`config.mk`:
```
export PLATFORM = sky130hd
export DESIGN_NAME = tvp_sqrt_pipe
export DESIGN_NICKNAME = d
export VERILOG_FILES = /design/src/rtl/tvp_pkg.sv /design/src/rtl/tvp_sqrt_pipe.sv
export SDC_FILE = /design/constraint.sdc
export NUM_CORES = 2
export LEC_CHECK = 0
export BUFFER_PORTS_ARGS = -buffer_cell sky130_fd_sc_hd__buf_2
export CAP_MARGIN = 25
export CORE_UTILIZATION = 24
export CTS_CLUSTER_DIAMETER = 30
export CTS_CLUSTER_SIZE = 16
export DETAILED_ROUTE_END_ITERATION = 8
export PLACE_DENSITY = 0.46
export SLEW_MARGIN = 20
export SYNTH_ARGS = -nofsm -noshare
export SYNTH_HDL_FRONTEND = slang
export SYNTH_MEMORY_MAX_BITS = 65536
export SYNTH_SLANG_ARGS = --single-unit
```
`constraint.sdc`:
```
create_clock -name i_clk -period 12 [get_ports i_clk]
set_input_delay 0.6 -clock i_clk [delete_from_list [all_inputs] [get_ports i_clk]]
set_output_delay 0.6 -clock i_clk [all_outputs]
set_load 0.005 [all_outputs]
```
`src/rtl/tvp_pkg.sv`:
```
package tvp_pkg;

    // Default number of fraction bits of every speed, distance and time.
    localparam int TVP_FRAC_BITS_DEF = 16;

    // Default shape of the pipelined divider: 64-bit dividend, 32-bit divisor,
    // 32 quotient bits.
    localparam int DIV_NW_DEF = 64;
    localparam int DIV_DW_DEF = 32;
    localparam int DIV_QW_DEF = 32;

    // Default radicand width of the pipelined square root.
    localparam int SQRT_RW_DEF = 64;

    // One move segment as it enters the planner.
    typedef struct packed {
        logic signed [31:0] move_distance;
        logic signed [31:0] start_speed;
        logic signed [31:0] end_speed;
        logic signed [31:0] target_speed;
        logic signed [31:0] accel_rate;
    } t_seg_item;

    // One planned profile as it leaves the planner.
    typedef struct packed {
        logic [30:0]        ramp_up_length;
        logic [30:0]        steady_length;
        logic [30:0]        ramp_down_length;
        logic [30:0]        plateau_speed;
        logic signed [31:0] used_entry_speed;
        logic signed [31:0] used_exit_speed;
        logic signed [31:0] used_accel;
        logic [30:0]        move_time;
    } t_plan_item;

    // Saturate an unsigned 32-bit value to the 31-bit positive range.
    function automatic logic [30:0] sat31(input logic [31:0] v);
        sat31 = v[31] ? '1 : v[30:0];
    endfunction

endpackage

```
`src/rtl/tvp_sqrt_pipe.sv`:
```
// Pipelined integer square root (floor): one root bit per stage.
module tvp_sqrt_pipe #(
    parameter int RW = tvp_pkg::SQRT_RW_DEF
) (
    input  logic            i_clk,
    input  logic            i_en,
    input  logic [RW-1:0]   i_rad,
    output logic [RW/2-1:0] o_root
);

    localparam int RH = RW / 2;

    logic [RW-1:0] r_x    [0:RH-1];
    logic [RH:0]   r_rem  [0:RH-1];
    logic [RH-1:0] r_root [0:RH];

    logic [RW-1:0] n_x    [0:RH-1];
    logic [RH:0]   n_rem  [0:RH-1];
    logic [RH-1:0] n_root [0:RH-1];
    logic [RH+2:0] n_sh   [0:RH-1];
    logic [RH+2:0] n_try  [0:RH-1];
    logic          n_ge   [0:RH-1];

    // Bring down two radicand bits and try the next root bit.
    always_comb begin
        for (int k = 0; k < RH; k++) begin
            n_sh[k]   = {r_rem[k], r_x[k][RW-1:RW-2]};
            n_try[k]  = {1'b0, r_root[k], 2'b01};
            n_ge[k]   = n_sh[k] >= n_try[k];
            n_rem[k]  = n_ge[k] ? (RH+1)'(n_sh[k] - n_try[k]) : (RH+1)'(n_sh[k]);
            n_root[k] = {r_root[k][RH-2:0], n_ge[k]};
            n_x[k]    = {r_x[k][RW-3:0], 2'b00};
        end
    end

    // Stage registers, advancing together on the pipeline enable.
    always_ff @(posedge i_clk) begin
        if (i_en) begin
            r_x[0]    <= i_rad;
            r_rem[0]  <= '0;
            r_root[0] <= '0;
            for (int k = 0; k < RH; k++) begin
                r_root[k+1] <= n_root[k];
            end
            for (int k = 0; k < RH - 1; k++) begin
                r_x[k+1]   <= n_x[k];
                r_rem[k+1] <= n_rem[k];
            end
        end
    end

    assign o_root = r_root[RH];

endmodule

```
Word level (Yosys, flattened, before mapping)
Memory sizes are Yosys's and may differ from the RTL's.
Cells that the tools add are included.
{"block": "word_totals", "ff_bits": 0, "latch_bits": 0, "ram_bits": 4160, "romBits": 0, "in_bits": 66, "out_inout_bits": 32, "wordCells": 99, "memories": 3}
{"memory": "r_x", "words": 32, "width": 64, "read_ports": 32, "rd_ports_with_merged_regs": 0, "wr": 32, "line_no": "tvp_sqrt_pipe.sv:13", "rtl": "logic [RW-1:0] r_x [0:RH-1];"}
{"memory": "r_rem", "words": 32, "width": 33, "read_ports": 32, "rd_ports_with_merged_regs": 0, "wr": 32, "line_no": "tvp_sqrt_pipe.sv:14", "rtl": "logic [RH:0] r_rem [0:RH-1];"}
{"memory": "r_root", "words": 33, "width": 32, "read_ports": 33, "rd_ports_with_merged_regs": 0, "wr": 33, "line_no": "tvp_sqrt_pipe.sv:15", "rtl": "logic [RH-1:0] r_root [0:RH];"}
{"block": "classes", "n_addsub": 31, "n_mul": 0, "div": 0, "order_cmp": 32, "n_eq_ne": 0, "shifts": 0, "n_mux": 33, "n_bitwise": 0, "n_reduce_logical": 0}
{"cell": "$ge A35 B34 Y1", "n": 32}
{"cell": "$mux W33", "n": 31}
{"cell": "$sub A33 B33 Y33", "n": 31}
{"cell": "$mux W1", "n": 2}

Depth between registers and ports, before layout
An unclocked memory read counts as a cell.
{"block": "depth", "ltp_word": 3, "depth_mapped": 15, "mapped_depth_nobuf": 14}

Least setup slack after synthesis
Ideal clock, no wire load.
{"block": "synth_timing", "path_type": "reg-to-reg", "start": "memory r_rem[0][119] in the netlist's numbering", "end": "memory r_rem[0][152] in the netlist's numbering (data pin)", "setup_time_ns": 0.266, "arrival_time_ns": 3.543, "required_ns": 11.734, "path_slack_ns": 8.191, "path_stages_with_launch": 14, "path_buffers": 2, "synth_period_minus_slack_ns": 3.809, "path_cell_list": "edfxtp_1 > or4_1 > or3_4 > or4_4 > or3_1 > or3_4 > nor4_4 > inv_4 > nand2_2 > or3b_1 > buf_6 > buf_8 > nor3_1 > xor2_1"}
{"item": "from (decl)", "line_no": "tvp_sqrt_pipe.sv:14"}

==> metrics.md <==
| Metric | Value |
|---|---|
| CTS root buf | `clkbuf_16` |
| Status | `finished clean` |
| # fillers | `48300` |
| Htree depth | `6` |
| Peak supply drop | `165 uV` |
| TNS Setup | `0 ns` |
| FF+latch count, synth | `2559` |
| Layout area overhead | `27.4%` |
| Chip width | `702 um` |
| Clock buffer depth | `4` |
| Vias/cell | `4.31` |
| HP Start | `i_en` |
| Final instance area | `150000 um^2` |
| Worst Path Arrival | `5.25 ns` |
| CP max FO | `37` |
| Initial antenna violation count | `2` |
| Setup violators final | `0` |
| GP Congestion | `0.872` |
| Antenna Violating Nets Remaining | `0` |
| CP required | `12.67 ns` |
| Cell internal pwr | `25.7 mW` |
| DR WL/cell | `14.9 um` |
| Number of port buffers | `97` |
| Synth Area in Compound Gates | `9.14%` |
| Critical path startpoint | `r_rem[1][332]$_DFFE_PP_` |
| Row count | `256` |
| IO Count | `98` |
| Seq pwr share | `34.6%` |
| Post-Syn Area | `118000 um^2` |
| Unrepaired setup endpoints after global routing | `false` |
| Leakage | `56.9 nW` |
| Synth Area per Inst | `13.1 um^2` |
| Synthesized Nets | `9586` |
| Num CTS Buffers | `662` |
| Yosys warns | `0` |
| Ys async rst share | `0%` |
| Placed cell area | `126000 um^2` |
| Post-Synth Simple-Gate Area | `9.75%` |
| R2R depth | `11` |
| Rel. slew slack | `33.7%` |
| Sw Share | `26.0%` |
| Initial DRC Count | `4774` |
| Slew Limit Fails | `0` |
| RR Endpoint | `r_rem[1][389]$_DFFE_PP_` |
| Die area | `493000 um^2` |
| Proportion of layout cells with a drive suffix above 1 | `13.5%` |
| Post-Synth XOR/XNOR Area | `5.93%` |
| Final wirelength | `248 mm` |
| Final nets | `10300` |
| Setup crit end kind | `flip-flop` |
| Adder-Cell Fraction of Synth Area | `5.97%` |
| Gr ovfl total | `0` |
| Final period utilization | `38.2%` |
| Place WS | `7.46 ns` |
| Switch Pwr | `9.00 mW` |
| Max frequency | `0.218 GHz` |
| Logic pwr share | `14.0%` |
| Core Area | `487000 um^2` |
| Kind of critical path | `reg -> reg` |
| First drt pass iteration count | `6` |
| Netlist cell types | `88` |
| CTS tree | `yes` |
| Starting Density | `24.1%` |
| Final hold vios | `0` |
| Proportion of synthesized chip area in sequential cells | `65.4%` |
| First-pass GRT wire length | `395 mm` |
| Power per cell area | `232 nW/um^2` |
| Worst flop-to-flop path startpoint | `r_rem[1][332]$_DFFE_PP_` |
| Largest net degree at the start of global routing | `191` |
| Vias in the first global route | `74500` |
| Worst skew pair latency | `1.05 ns` |
| R2r setup slk | `7.42 ns` |
| CTS resizes | `0` |
| Setup crit start kind | `flip-flop` |
| Slew @ Worst Pin | `0.994 ns` |
| PnR worst setup slack | `7.42 ns` |
| Total GRT Usage | `9.73%` |
| Die height | `702 um` |
| Number of flops mapped to enable cells by yosys | `2559` |
| CTS clock-pin slew for the worst setup and hold paths | `0.04 ns` |
| Post-route DRC | `0` |
| Clock sinks | `2559` |
| Top FF cell, synth | `edfxtp_1` |
| Finished Core Util | `30.7%` |
| Fin crit period | `4.58 ns` |
| Fin Hold WS | `0.128 ns` |
| Post-synthesis mux area share | `1.05%` |
| WHS Endpoint | `r_x[0][2]$_DFFE_PP_` |
| Class of the worst hold path | `in -> reg` |
| Max-Cap Viols | `0` |
| Worst hold stages | `1` |
| Vias post-DR | `72000` |
| Syn Inst Count | `8959` |
| Largest family of logic cells by synthesized area | `simple AND/OR/NAND/NOR gates` |
| Layout Skew | `0.130 ns` |
| Post-DP HPWL | `171 mm` |
| Power share of the clock group | `51.3%` |
## stage by stage
| step | power [mW] | cells |
|---|---|---|
| after floorplan | 15.4 | 8959 |
| after global placement | 16.9 | 15400 |
| after detailed placement | 17.0 | 15400 |
| after CTS | 35.2 | 16700 |
| after global routing | 36.3 | 16700 |
| final | 34.7 | 16700 |
## synth_stat cells, types with 161 or more instances
library cell  instances  share of area, %
a21oi_1             597               2.5
nand3_1             161              0.69
nand2_1             570               1.8
xor2_1              389               2.9
nor3_1              231              0.98
a21o_1              227               1.4
nor2_1              608               1.9
inv_1               696               2.2
xnor2_1             407               3.0
o21ai_0             404               1.7
ha_1                561               6.0
edfxtp_1           2559                65
## final cells by class
class	instances	area (um^2)	area share, %
antenna	3	7.51	0.00502
tap	6450	8070	5.39
timing repair buffer	211	1670	1.12
clock buffer	752	17100	11.4
multi-input combinational	5541	37500	25.0
clock inverter	478	5900	3.94
sequential	2559	76800	51.3
inverter	702	2640	1.76
## worst max-delay path: stages, from the launching register on
cell      delay, ns
edfxtp_1       0.39
ha_1           0.25
or3_1          0.39
o22ai_1        0.50
o31a_1         0.23
nand3b_1       0.12
a21o_1         0.24
a211oi_1       0.51
o31a_1         0.18
o21a_1         0.62
inv_2          0.48
mux2_2         0.39
## logic make-up after synthesis
logic type | Yosys count
AO/OA/AOI/OAI | 1739
XOR/XNOR | 796
adder cells (fa/ha/maj) | 561
buffers and inverters | 859
flip-flops | 2559
multiplexers | 112
other | 1
AND/OR/NAND/NOR | 2332
## routing by layer
metal  track usage [%]  vias to the layer above  share of wire, %
li1                  -                    35000                 -
met1              11.9                    34500                44
met2              16.3                     1837                47
met3              2.17                      651               5.3
met4              4.51                        0               3.9
met5                 0                        -                 0
## power groups by stage
stage | sequential (mW) | clock (mW) | combinational, mW
4_1_cts | 12.0 | 18.3 | 4.87
5_1_grt | 12.1 | 18.7 | 5.45
3_5_place_dp | 12.2 | 0 | 4.82
6_report | 12.0 | 17.8 | 4.87
3_3_place_gp | 12.2 | 0 | 4.73
2_1_floorplan | 11.8 | 0 | 3.63
## how the worst max path moves through the flow
stage / to / cells after the start
after global placement: r_rem[1][389]$_DFFE_PP_ / 12
after CTS: r_rem[1][389]$_DFFE_PP_ / 11
after detailed placement: r_rem[1][389]$_DFFE_PP_ / 11
after floorplan: r_rem[0][152]$_DFFE_PP_ / 13
after global routing: r_rem[1][389]$_DFFE_PP_ / 12
final: r_rem[1][389]$_DFFE_PP_ / 11
## registers in the layout, indices dropped and copies added (netlist names)
register  cells
r_rem       975
r_x        1056
r_root      528
## what timing repair did
action | in CTS | in global routing
endpoints found under the hold margin | 64 | 0
hold buffers | 64 | 0
endpoints found under the setup margin | 0 | 0
setup buffers | 0 | 0
## cell usage in the layout (no fill, tap or decap), types with 230 or more instances in the layout
cell type	synthesis	layout
nor3_1	231	230
xor2_1	389	389
a21oi_1	597	595
clkbuf_16	0	670
nor2_1	608	608
xnor2_1	407	407
edfxtp_1	2559	2559
inv_1	696	696
ha_1	561	561
o21ai_0	404	403
nand2_1	570	570
(Power assumes the default switching activity.)
